--- src/hw/rtl/mlrls_pkg.sv ---
`timescale 1ns / 1ps
// Shared types and constants for the minimum-latency route local search block.
// No dependencies; imported by mlrls_ctrl, mlrls_dp and the top level.
package mlrls_pkg;

  localparam int MAX_NODES = 64;
  localparam int NPOS      = MAX_NODES + 1;
  localparam int NODE_W    = 6;
  localparam int POS_W     = 7;
  localparam int DIST_W    = 16;
  localparam int T_W       = 24;   // route duration, max 64 * 65535
  localparam int C_W       = 32;   // route latency
  localparam int W_W       = 7;    // segment weight, up to 64
  localparam int DADDR_W   = 2 * NODE_W;

  localparam logic [2:0] REQ_LD_DIST  = 3'd0;
  localparam logic [2:0] REQ_LD_ROUTE = 3'd1;
  localparam logic [2:0] REQ_SWAP     = 3'd2;
  localparam logic [2:0] REQ_REVERSE  = 3'd3;
  localparam logic [2:0] REQ_READ     = 3'd4;

  // first join operand
  localparam logic [2:0] OP1_ZERO   = 3'd0;
  localparam logic [2:0] OP1_SINGLE = 3'd1;
  localparam logic [2:0] OP1_P      = 3'd2;
  localparam logic [2:0] OP1_M      = 3'd3;
  localparam logic [2:0] OP1_A      = 3'd4;

  // second join operand
  localparam logic [2:0] OP2_SINGLE = 3'd0;
  localparam logic [2:0] OP2_SREG   = 3'd1;
  localparam logic [2:0] OP2_M      = 3'd2;
  localparam logic [2:0] OP2_R      = 3'd3;
  localparam logic [2:0] OP2_SMEM   = 3'd4;

  // join destination
  localparam logic [2:0] DST_SREG = 3'd0;
  localparam logic [2:0] DST_P    = 3'd1;
  localparam logic [2:0] DST_M    = 3'd2;
  localparam logic [2:0] DST_R    = 3'd3;
  localparam logic [2:0] DST_A    = 3'd4;

  typedef struct packed {
    logic [T_W-1:0] t;
    logic [C_W-1:0] c;
    logic [W_W-1:0] w;
  } seg_t;

  typedef struct packed {
    logic             ld_dist;
    logic             ld_route;
    logic             rd_en;
    logic [POS_W-1:0] rd_a;
    logic [POS_W-1:0] rd_b;
    logic             s_rd_en;
    logic [POS_W-1:0] s_rd_addr;
    logic             join_en;
    logic [2:0]       op1;
    logic [2:0]       op2;
    logic [2:0]       dest;
    logic             w_single;
    logic             zero_d;
    logic             s_wr_en;
    logic [POS_W-1:0] s_wr_addr;
    logic             take_old;
    logic             pass_init;
    logic             cmp_en;
    logic [POS_W-1:0] cur_i;
    logic [POS_W-1:0] cur_j;
    logic             wr_en;
    logic [POS_W-1:0] wr_addr;
    logic             wr_sel_b;
    logic             out_load;
    logic             out_read;
    logic             read_oob;
  } cmd_t;

  typedef struct packed {
    logic             better;
    logic [POS_W-1:0] bi;
    logic [POS_W-1:0] bj;
  } sts_t;

endpackage

--- src/hw/rtl/mlrls_ctrl.sv ---
`timescale 1ns / 1ps
// Controller: request decode, pass sequencing (suffix build, move scan, apply), handshakes.
// Depends on mlrls_pkg; commands mlrls_dp.
module mlrls_ctrl (
  input  logic                         clk_i,
  input  logic                         rst_ni,
  input  logic                         in_valid_i,
  output logic                         in_ready_o,
  input  logic [2:0]                   req_type_i,
  input  logic [mlrls_pkg::POS_W-1:0]  position_i,
  output logic                         out_valid_o,
  input  logic                         out_ready_i,
  input  logic                         cfg_we_i,
  input  logic [mlrls_pkg::POS_W-1:0]  cfg_wdata_i,
  output mlrls_pkg::cmd_t              cmd_o,
  input  mlrls_pkg::sts_t              sts_i
);
  import mlrls_pkg::*;

  localparam logic [4:0] ST_IDLE = 5'd0;
  localparam logic [4:0] ST_SI   = 5'd1;   // suffix seed at last position
  localparam logic [4:0] ST_SS   = 5'd2;   // suffix step k
  localparam logic [4:0] ST_PI   = 5'd3;   // prefix seed
  localparam logic [4:0] ST_PU   = 5'd4;   // prefix grow
  localparam logic [4:0] ST_MI   = 5'd5;   // swap interior seed
  localparam logic [4:0] ST_MU   = 5'd6;   // swap interior grow
  localparam logic [4:0] ST_C1   = 5'd7;
  localparam logic [4:0] ST_C2   = 5'd8;
  localparam logic [4:0] ST_C3   = 5'd9;
  localparam logic [4:0] ST_C4   = 5'd10;
  localparam logic [4:0] ST_RI   = 5'd11;  // reversed segment seed
  localparam logic [4:0] ST_RU   = 5'd12;  // reversed segment grow
  localparam logic [4:0] ST_V1   = 5'd13;
  localparam logic [4:0] ST_V2   = 5'd14;
  localparam logic [4:0] ST_CMP  = 5'd15;
  localparam logic [4:0] ST_AP   = 5'd16;
  localparam logic [4:0] ST_A0   = 5'd17;
  localparam logic [4:0] ST_A1   = 5'd18;
  localparam logic [4:0] ST_A2   = 5'd19;
  localparam logic [4:0] ST_A3   = 5'd20;
  localparam logic [4:0] ST_RD   = 5'd21;
  localparam logic [4:0] ST_OUT  = 5'd22;

  logic [4:0]       state_q, state_d;
  logic [1:0]       ph_q, ph_d;
  logic [POS_W-1:0] i_q, i_d, j_q, j_d, k_q, k_d, pos_q, pos_d;
  logic [POS_W-1:0] ncnt_q, last;
  logic             swap_q, swap_d, rdk_q, rdk_d;
  logic             out_valid_q, out_valid_d;
  logic             jstep, need_rd, need_srd, fin;
  cmd_t             cmd;

  always_comb begin
    if (ncnt_q < POS_W'(4)) begin
      last = POS_W'(4);
    end else if (ncnt_q > POS_W'(MAX_NODES)) begin
      last = POS_W'(MAX_NODES);
    end else begin
      last = ncnt_q;
    end
  end

  always_comb begin
    cmd      = '0;
    state_d  = state_q;
    i_d      = i_q;
    j_d      = j_q;
    k_d      = k_q;
    pos_d    = pos_q;
    swap_d   = swap_q;
    rdk_d    = rdk_q;
    jstep    = 1'b0;
    need_rd  = 1'b0;
    need_srd = 1'b0;
    fin      = (ph_q == 2'd2);
    in_ready_o = 1'b0;
    out_valid_d = out_valid_q && !out_ready_i;

    case (state_q)
      ST_IDLE: begin
        in_ready_o = 1'b1;
        if (in_valid_i) begin
          case (req_type_i)
            REQ_LD_DIST:  cmd.ld_dist = 1'b1;
            REQ_LD_ROUTE: cmd.ld_route = 1'b1;
            REQ_SWAP, REQ_REVERSE: begin
              cmd.pass_init = 1'b1;
              swap_d  = (req_type_i == REQ_SWAP);
              rdk_d   = 1'b0;
              state_d = ST_SI;
            end
            REQ_READ: begin
              pos_d   = position_i;
              rdk_d   = 1'b1;
              state_d = ST_RD;
            end
            default: ;
          endcase
        end
      end
      ST_SI: begin
        jstep = 1'b1;
        cmd.op1 = OP1_ZERO; cmd.op2 = OP2_SINGLE; cmd.zero_d = 1'b1;
        cmd.dest = DST_SREG; cmd.s_wr_addr = last;
        if (fin) begin
          k_d = last - 7'd1;
          state_d = ST_SS;
        end
      end
      ST_SS: begin
        jstep = 1'b1; need_rd = 1'b1;
        cmd.rd_a = k_q; cmd.rd_b = k_q + 7'd1;
        cmd.op1 = OP1_SINGLE; cmd.op2 = OP2_SREG; cmd.w_single = (k_q != '0);
        cmd.dest = DST_SREG; cmd.s_wr_addr = k_q;
        if (fin) begin
          cmd.take_old = (k_q == '0);
          if (k_q == '0) begin
            state_d = ST_PI;
          end else begin
            k_d = k_q - 7'd1;
          end
        end
      end
      ST_PI: begin
        jstep = 1'b1;
        cmd.op1 = OP1_ZERO; cmd.op2 = OP2_SINGLE; cmd.zero_d = 1'b1; cmd.dest = DST_P;
        if (fin) begin
          i_d = 7'd1;
          j_d = swap_q ? 7'd3 : 7'd2;
          state_d = swap_q ? ST_MI : ST_RI;
        end
      end
      ST_PU: begin
        jstep = 1'b1; need_rd = 1'b1;
        cmd.rd_a = i_q - 7'd1; cmd.rd_b = i_q;
        cmd.op1 = OP1_P; cmd.op2 = OP2_SINGLE; cmd.w_single = 1'b1; cmd.dest = DST_P;
        if (fin) begin
          i_d = i_q + 7'd1;
          j_d = swap_q ? i_q + 7'd3 : i_q + 7'd2;
          if (i_q + 7'd3 < last) begin
            state_d = swap_q ? ST_MI : ST_RI;
          end else begin
            state_d = ST_AP;
          end
        end
      end
      ST_MI: begin
        jstep = 1'b1;
        cmd.op1 = OP1_ZERO; cmd.op2 = OP2_SINGLE; cmd.zero_d = 1'b1;
        cmd.w_single = 1'b1; cmd.dest = DST_M;
        if (fin) state_d = ST_C1;
      end
      ST_MU: begin
        jstep = 1'b1; need_rd = 1'b1;
        cmd.rd_a = j_q - 7'd2; cmd.rd_b = j_q - 7'd1;
        cmd.op1 = OP1_M; cmd.op2 = OP2_SINGLE; cmd.w_single = 1'b1; cmd.dest = DST_M;
        if (fin) state_d = ST_C1;
      end
      ST_C1: begin
        jstep = 1'b1; need_rd = 1'b1;
        cmd.rd_a = i_q - 7'd1; cmd.rd_b = j_q;
        cmd.op1 = OP1_P; cmd.op2 = OP2_SINGLE; cmd.w_single = 1'b1; cmd.dest = DST_A;
        if (fin) state_d = ST_C2;
      end
      ST_C2: begin
        jstep = 1'b1; need_rd = 1'b1;
        cmd.rd_a = j_q; cmd.rd_b = i_q + 7'd1;
        cmd.op1 = OP1_A; cmd.op2 = OP2_M; cmd.dest = DST_A;
        if (fin) state_d = ST_C3;
      end
      ST_C3: begin
        jstep = 1'b1; need_rd = 1'b1;
        cmd.rd_a = j_q - 7'd1; cmd.rd_b = i_q;
        cmd.op1 = OP1_A; cmd.op2 = OP2_SINGLE; cmd.w_single = 1'b1; cmd.dest = DST_A;
        if (fin) state_d = ST_C4;
      end
      ST_C4: begin
        jstep = 1'b1; need_rd = 1'b1; need_srd = 1'b1;
        cmd.rd_a = i_q; cmd.rd_b = j_q + 7'd1; cmd.s_rd_addr = j_q + 7'd1;
        cmd.op1 = OP1_A; cmd.op2 = OP2_SMEM; cmd.dest = DST_A;
        if (fin) state_d = ST_CMP;
      end
      ST_RI: begin
        jstep = 1'b1;
        cmd.op1 = OP1_ZERO; cmd.op2 = OP2_SINGLE; cmd.zero_d = 1'b1;
        cmd.w_single = 1'b1; cmd.dest = DST_R;
        if (fin) state_d = ST_RU;
      end
      ST_RU: begin
        jstep = 1'b1; need_rd = 1'b1;
        cmd.rd_a = j_q; cmd.rd_b = j_q - 7'd1;
        cmd.op1 = OP1_SINGLE; cmd.op2 = OP2_R; cmd.w_single = 1'b1; cmd.dest = DST_R;
        if (fin) state_d = ST_V1;
      end
      ST_V1: begin
        jstep = 1'b1; need_rd = 1'b1;
        cmd.rd_a = i_q - 7'd1; cmd.rd_b = j_q;
        cmd.op1 = OP1_P; cmd.op2 = OP2_R; cmd.dest = DST_A;
        if (fin) state_d = ST_V2;
      end
      ST_V2: begin
        jstep = 1'b1; need_rd = 1'b1; need_srd = 1'b1;
        cmd.rd_a = i_q; cmd.rd_b = j_q + 7'd1; cmd.s_rd_addr = j_q + 7'd1;
        cmd.op1 = OP1_A; cmd.op2 = OP2_SMEM; cmd.dest = DST_A;
        if (fin) state_d = ST_CMP;
      end
      ST_CMP: begin
        cmd.cmp_en = 1'b1; cmd.cur_i = i_q; cmd.cur_j = j_q;
        if (j_q + 7'd1 < last) begin
          j_d = j_q + 7'd1;
          state_d = swap_q ? ST_MU : ST_RU;
        end else begin
          state_d = ST_PU;
        end
      end
      ST_AP: begin
        if (sts_i.better) begin
          i_d = sts_i.bi;
          j_d = sts_i.bj;
          state_d = ST_A0;
        end else begin
          state_d = ST_OUT;
        end
      end
      ST_A0: begin
        cmd.rd_en = 1'b1; cmd.rd_a = i_q; cmd.rd_b = j_q;
        state_d = ST_A1;
      end
      ST_A1: begin
        cmd.wr_en = 1'b1; cmd.wr_addr = i_q; cmd.wr_sel_b = 1'b1;
        state_d = ST_A2;
      end
      ST_A2: begin
        cmd.wr_en = 1'b1; cmd.wr_addr = j_q; cmd.wr_sel_b = 1'b0;
        state_d = ST_A3;
      end
      ST_A3: begin
        if (!swap_q && (i_q + 7'd1 < j_q - 7'd1)) begin
          i_d = i_q + 7'd1;
          j_d = j_q - 7'd1;
          state_d = ST_A0;
        end else begin
          state_d = ST_OUT;
        end
      end
      ST_RD: begin
        cmd.rd_en = 1'b1;
        cmd.rd_a = (pos_q > POS_W'(MAX_NODES)) ? '0 : pos_q;
        cmd.rd_b = cmd.rd_a;
        state_d = ST_OUT;
      end
      ST_OUT: begin
        cmd.out_read = rdk_q;
        cmd.read_oob = (pos_q > POS_W'(MAX_NODES));
        if (!out_valid_q || out_ready_i) begin
          cmd.out_load = 1'b1;
          out_valid_d = 1'b1;
          state_d = ST_IDLE;
        end
      end
      default: state_d = ST_IDLE;
    endcase

    // three-phase join step: route read, distance read, join
    cmd.rd_en     = cmd.rd_en || (need_rd && (ph_q == 2'd0));
    cmd.s_rd_en   = need_srd && (ph_q == 2'd0);
    cmd.join_en   = jstep && fin;
    cmd.s_wr_en   = cmd.join_en && (state_q == ST_SI || state_q == ST_SS);
    ph_d          = (jstep && !fin) ? ph_q + 2'd1 : 2'd0;
  end

  assign cmd_o       = cmd;
  assign out_valid_o = out_valid_q;

  always_ff @(posedge clk_i or negedge rst_ni) begin
    if (!rst_ni) begin
      state_q     <= ST_IDLE;
      ph_q        <= '0;
      out_valid_q <= 1'b0;
      ncnt_q      <= POS_W'(MAX_NODES);
      swap_q      <= 1'b0;
      rdk_q       <= 1'b0;
    end else begin
      state_q     <= state_d;
      ph_q        <= ph_d;
      out_valid_q <= out_valid_d;
      swap_q      <= swap_d;
      rdk_q       <= rdk_d;
      if (cfg_we_i) begin
        ncnt_q <= cfg_wdata_i;
      end
    end
  end

  always_ff @(posedge clk_i) begin
    i_q   <= i_d;
    j_q   <= j_d;
    k_q   <= k_d;
    pos_q <= pos_d;
  end

endmodule

--- config.mk ---
export PLATFORM = sky130hd
export DESIGN_NAME = mlrls_ctrl
export DESIGN_NICKNAME = d
export VERILOG_FILES = /design/src/hw/rtl/mlrls_pkg.sv /design/src/hw/rtl/mlrls_ctrl.sv
export SDC_FILE = /design/constraint.sdc
export NUM_CORES = 1
export LEC_CHECK = 0
export ABC_CLOCK_PERIOD_IN_PS = 10500
export BUFFER_PORTS_ARGS = -buffer_cell sky130_fd_sc_hd__buf_2
export CAP_MARGIN = 20
export CORE_MARGIN = 2
export CORE_UTILIZATION = 45
export CTS_CLUSTER_DIAMETER = 50
export DETAILED_ROUTE_END_ITERATION = 8
export PLACE_DENSITY = 0.75
export SLEW_MARGIN = 20
export SYNTH_ARGS = -nofsm -noshare
export SYNTH_HDL_FRONTEND = slang
export SYNTH_SLANG_ARGS = --single-unit
--- constraint.sdc ---
create_clock -name clk_i -period 10.5 [get_ports clk_i]
set_input_delay 1.575 -clock clk_i [delete_from_list [all_inputs] [get_ports clk_i]]
set_output_delay 1.575 -clock clk_i [all_outputs]
set_load 0.03 [all_outputs]
* After elaboration in Yosys (flattened, before gate mapping) *
Index checks and enable logic that the tools add are counted.

storage, ports and cells
  bits in registers = 45
  latch bits = 0
  RAM bits = 0
  bits in read-only memories = 0
  bits of input ports = 37
  output and inout port bits = 76
  word-level logic and storage cells = 184
  memories = 0

cells by class
  add/sub/neg operators = 11
  multipliers = 0
  divide/modulo/power cells = 0
  order comparisons = 6
  eq/ne operators = 47
  shift-type cells = 0
  mux-type cells = 71
  bitwise logic cells = 0
  reductions and logical operators = 39

operators by type and width
  cell                                               count
  one-hot mux 14 bit (10 select lines)               1
  2-to-1 mux 7 bit                                   17
  one-hot mux 9 bit (12 select lines)                1
  one-hot mux 5 bit (21 select lines)                1
  2-to-1 mux 5 bit                                   16
  == test 5 x 4 -> 1 bit (second input constant)     8
  == test 5 bit (second input constant)              7
  one-hot mux 7 bit (5 select lines)                 1
  != test 2 bit (second input constant)              17
  one-hot mux 7 bit (2 select lines)                 2
  one-hot mux 7 bit (4 select lines)                 1
  subtractor 7 x 1 -> 7 bit (second input constant)  4
  adder 7 x 1 -> 7 bit (second input constant)       3
  less-than comparator 7 bit                         3
  == test 5 x 3 -> 1 bit (second input constant)     4
  one-hot mux 9 bit (2 select lines)                 1
  2-to-1 mux 1 bit                                   17
  AND reduction 16 bit                               1
  2-to-1 mux 15 bit                                  1
  adder 7 x 2 -> 7 bit (second input constant)       2
  > comparator 7 bit (second input constant)         2
  OR reduction 14 bit                                1
  2-to-1 mux 4 bit                                   3
  == test 5 x 2 -> 1 bit (second input constant)     2
  33 further kinds                                   58

* Longest topological paths before layout *
  word-level depth = 7
  depth in mapped cells = 14
  mapped depth without buffers = 13

* Least setup slack after synthesis *
Ideal clock, no wire load.

  path kind = register to output
  start point = register state_q[3]
  end point = output port cmd_o[72] (netlist name)
  arrival = 2.577 ns
  required time = 8.925 ns
  path slack = 6.348 ns
  cell stages (with the launch flop) = 7
  buffers on the path = 1
  cell sequence = dfrtp_1 > buf_2 > or3_1 > nor2_1 > nand2_1 > or2_1 > nor3_1

RTL lines
  what                    line               source
  from (decl)             mlrls_ctrl.sv:44   logic [4:0] state_q, state_d;
  from (signal assigned)  mlrls_ctrl.sv:284  state_q <= state_d;
  to (decl)               mlrls_ctrl.sv:15   output mlrls_pkg::cmd_t cmd_o,

==> impl_metrics.py <==
metrics = {
    "worst_setup_path": {
        "cpMaxStageDelayCell": "dfrtp_1",
        "critical-path-top-delay-family": "compound AO/OA/AOI/OAI gates",
        "critPathLaunchType": "register",
        "critical_path.cell_chain": "inv_2 -> and3_1 -> o21a_1 -> a2111oi_0 -> o311ai_1 -> buf_2",
        "path_buf_inv": 2,
        "crit_type": "register to output port",
        "worstSetupEndpointType": "output port",
        "slowest_delay_ns": 1.04,
        "cp_max_fo": 33,
        "required_ns": 8.93,
        "cp_data_arrival_time_ns": 3.50,
    },
    "yosys": {
        "syn_area_um2": 5140,
        "syn_inst": 671,
        "ys_ff_latch": 45,
        "ys.flop_type": "edfxtp_1",
        "synthesis.nets": 739,
        "yosys_warnings": 0,
        "avgSynthCellArea_um2": 7.66,
        "synth_edf_count": 28,
        "synth_seq_area_share_pct": 24.7,
        "synthArstFlopShare_pct": 37.8,
        "synth.distinct_cells": 78,
    },
    "pwr": {
        "p_leak_nw": 2.59,
        "swShare_pct": 53.4,
        "clkPwrFrac_pct": 15.2,
        "combPwrFrac_pct": 56.5,
        "switchingPower_w": 0.000699,
        "power_density_nw_per_um2": 222,
        "peakVddDrop_mv": 0.107,
        "seqPwrFrac_pct": 28.3,
        "internal-power_w": 0.000609,
        "p_total_w": 0.00131,
    },
    "global_route": {
        "gr-total-overflow": 0,
        "antenna_found_initial": 0,
        "grt_usage_pct": 31.3,
        "grt_pass1_wl_mm": 30.7,
        "grt_max_degree": 35,
        "grt_pass1_vias": 5452,
    },
    "timing": {
        "setup-violations-final": 0,
        "hold_ws_ns": 0.439,
        "skew_ns": 0.0128,
        "tightest_slew_ns": 1.13,
        "hold_violations": 0,
        "slew_headroom_pct": 24.3,
        "period_share_pct": 48.3,
        "rsz0062_at_grt": "no",
        "finalCriticalPeriod_ns": 5.07,
        "report.final.slew_viol_count": 0,
        "fmax_ghz": 0.197,
        "finalSetupTns_ns": 0,
    },
    "floorplanning": {
        "rows": 39,
        "start_util_pct": 45.6,
        "die_x_um": 111,
        "coreArea_um2": 11300,
        "dieArea_um2": 12300,
        "io_pins": 113,
        "die_h_um": 111,
    },
    "clock_network": {
        "htreeDepth": 2,
        "cts_made_buffers": 5,
        "cts_resized": 0,
        "cts_hold_buf": 0,
        "clk_path_buf_depth": 2,
        "cts_sinks": 45,
        "root_buffer": "clkbuf_16",
        "tritoncts": "done",
        "cts_setup_buffers": 0,
        "cts.clk_slew.worst_paths_ns": 0.08,
        "clk_latency_ns": 0.30,
    },
    "placed_design": {
        "port_buffers": 112,
        "dpl.hpwl_mm": 15.0,
        "place.gp.congestion": 1.08,
        "dp.cells": 884,
    },
    "layout": {
        "n_antenna_cell": 0,
        "drive_above_1_share_pct": 19.9,
        "nets": 816,
        "area_delta_synth_final_pct": 14.5,
        "instances_no_fill": 892,
        "fillers": 1135,
    },
    "route": {
        "drt_pass1_iterations": 6,
        "ant_nets": 0,
        "drt_iter0_markers": 841,
        "route.detailed.drc": 0,
        "num_vias": 5816,
        "wl_per_cell_um": 22.3,
        "routed_wl_mm": 19.9,
        "viasPerCell": 6.52,
    },
    "worst_hold_path": {
        "min_path_type": "register to register",
    },
    "flow_run": {
        "drv_cap": 0,
    },
    "run_status": {
        "outcome": "finished, final reports clean",
    },
}
synth_stat cells, types with 4 or more instances:
cell | instances | area, µm²
inv_1 | 32 | 120
xnor2_1 | 22 | 193
and2_1 | 13 | 81.3
o211ai_1 | 5 | 37.5
o22ai_1 | 13 | 81.3
mux2i_1 | 10 | 100
o21ai_1 | 6 | 30.0
a22oi_1 | 5 | 37.5
buf_2 | 17 | 85.1
a221oi_1 | 7 | 61.3
a22o_1 | 4 | 35.0
or3_1 | 6 | 37.5
nand3_1 | 20 | 100
nor3_1 | 20 | 100
clkbuf_1 | 24 | 90.1
o21a_1 | 6 | 45.0
nor2_1 | 79 | 297
nand2_1 | 69 | 259
o311ai_1 | 4 | 35.0
mux2_2 | 6 | 67.6
a31oi_1 | 7 | 43.8
dfrtp_1 | 16 | 400
nor2b_1 | 13 | 81.3
a21oi_1 | 39 | 195
and3_1 | 4 | 25.0
xor2_1 | 15 | 131
ha_1 | 31 | 388
o21ai_0 | 43 | 215
nand4_1 | 7 | 43.8
a211oi_1 | 9 | 67.6
nand2b_1 | 13 | 81.3
a2111oi_0 | 4 | 35.0
edfxtp_1 | 28 | 841
per-stage QoR:
step | setup WS (ns) | util [%] | area (µm²)
6_report | 5.43 | 52.2 | 5890
5_1_grt | 5.22 | 52.2 | 5890
4_1_cts | 5.54 | 52.2 | 5880
3_5_place_dp | 5.87 | 50.6 | 5710
3_3_place_gp | 5.91 | 50.6 | 5710
2_1_floorplan | 6.35 | - | 5140
power by group through the flow:
stage	clock network [W]	registers (W)	logic, W
2_1_floorplan	0	0.000260	0.000598
3_3_place_gp	0	0.000361	0.000704
3_5_place_dp	0	0.000364	0.000713
4_1_cts	0.000197	0.000361	0.000721
5_1_grt	0.000206	0.000375	0.000794
6_report	0.000199	0.000369	0.000739
sequential cells by signal (all words and copies together) (netlist names):
name         flops
i_q              7
j_q              7
k_q              7
ncnt_q           7
pos_q            7
state_q          5
ph_q             2
out_valid_o      1
rdk_q            1
swap_q           1
path summary, 6_finish.rpt:
path	end	startpoint	depth (start not counted)	slack (ns)
worst max-delay path	cmd_o[60]	state_q[4]	6	5.43
worst min-delay path	ph_q[0]	ph_q[0]	1	0.44
worst max register to register	j_q[6]	i_q[0]	9	6.07
worst min register to register	ph_q[0]	ph_q[0]	1	0.44
max in group asynchronous	ncnt_q[6]	rst_ni	1	8.99
min in group asynchronous	ph_q[0]	rst_ni	1	1.18
cell families after synthesis:
kind of cell / count (synthesis) / synth area share [%]
compound gates: 193 / 25.7
simple gates: 270 / 26.0
flops: 45 / 24.7
buf+inv: 78 / 6.25
mux: 16 / 3.26
fa+ha+maj: 32 / 7.74
xor+xnor: 37 / 6.30
placed cells by master (no fill, tap or decap), types with 6 or more instances in the layout:
master and count:
o22ai_1 13, o21a_1 6, xnor2_1 22, or3_1 6, mux2i_1 10, ha_1 31, nor3_1 19, a31oi_1 7
a21oi_1 39, dfrtp_1 15, nor2_1 79, buf_2 112, a221oi_1 7, o21ai_0 43, a211oi_1 9, inv_1 32
o21ai_1 6, xor2_1 15, nor2b_1 13, and2_1 13, nand2b_1 13, nand4_1 7, edfxtp_1 28, nand3_1 20
nand2_1 69, mux2_2 6
metal layers:
metal	wire length (µm)	global-route usage (%)	vias up	part of all wire, %
met3	2080	5.85	49	10
met1	8240	42.7	2773	41
met2	9000	50.1	395	45
met4	611	10.5	0	3.1
met5	0	0	-	0
li1	-	-	2599	-
area by class of cell:
class,instances,area (µm²),share of cell area (%)
multi-input cells,548,3560,60.4
flip-flops and latches,45,1270,21.6
repair buffers,115,583,9.90
well taps,143,179,3.04
clock buffers,5,125,2.13
inverters,33,124,2.10
clock inverters,3,50.0,0.850
(Power assumes the default switching activity.)
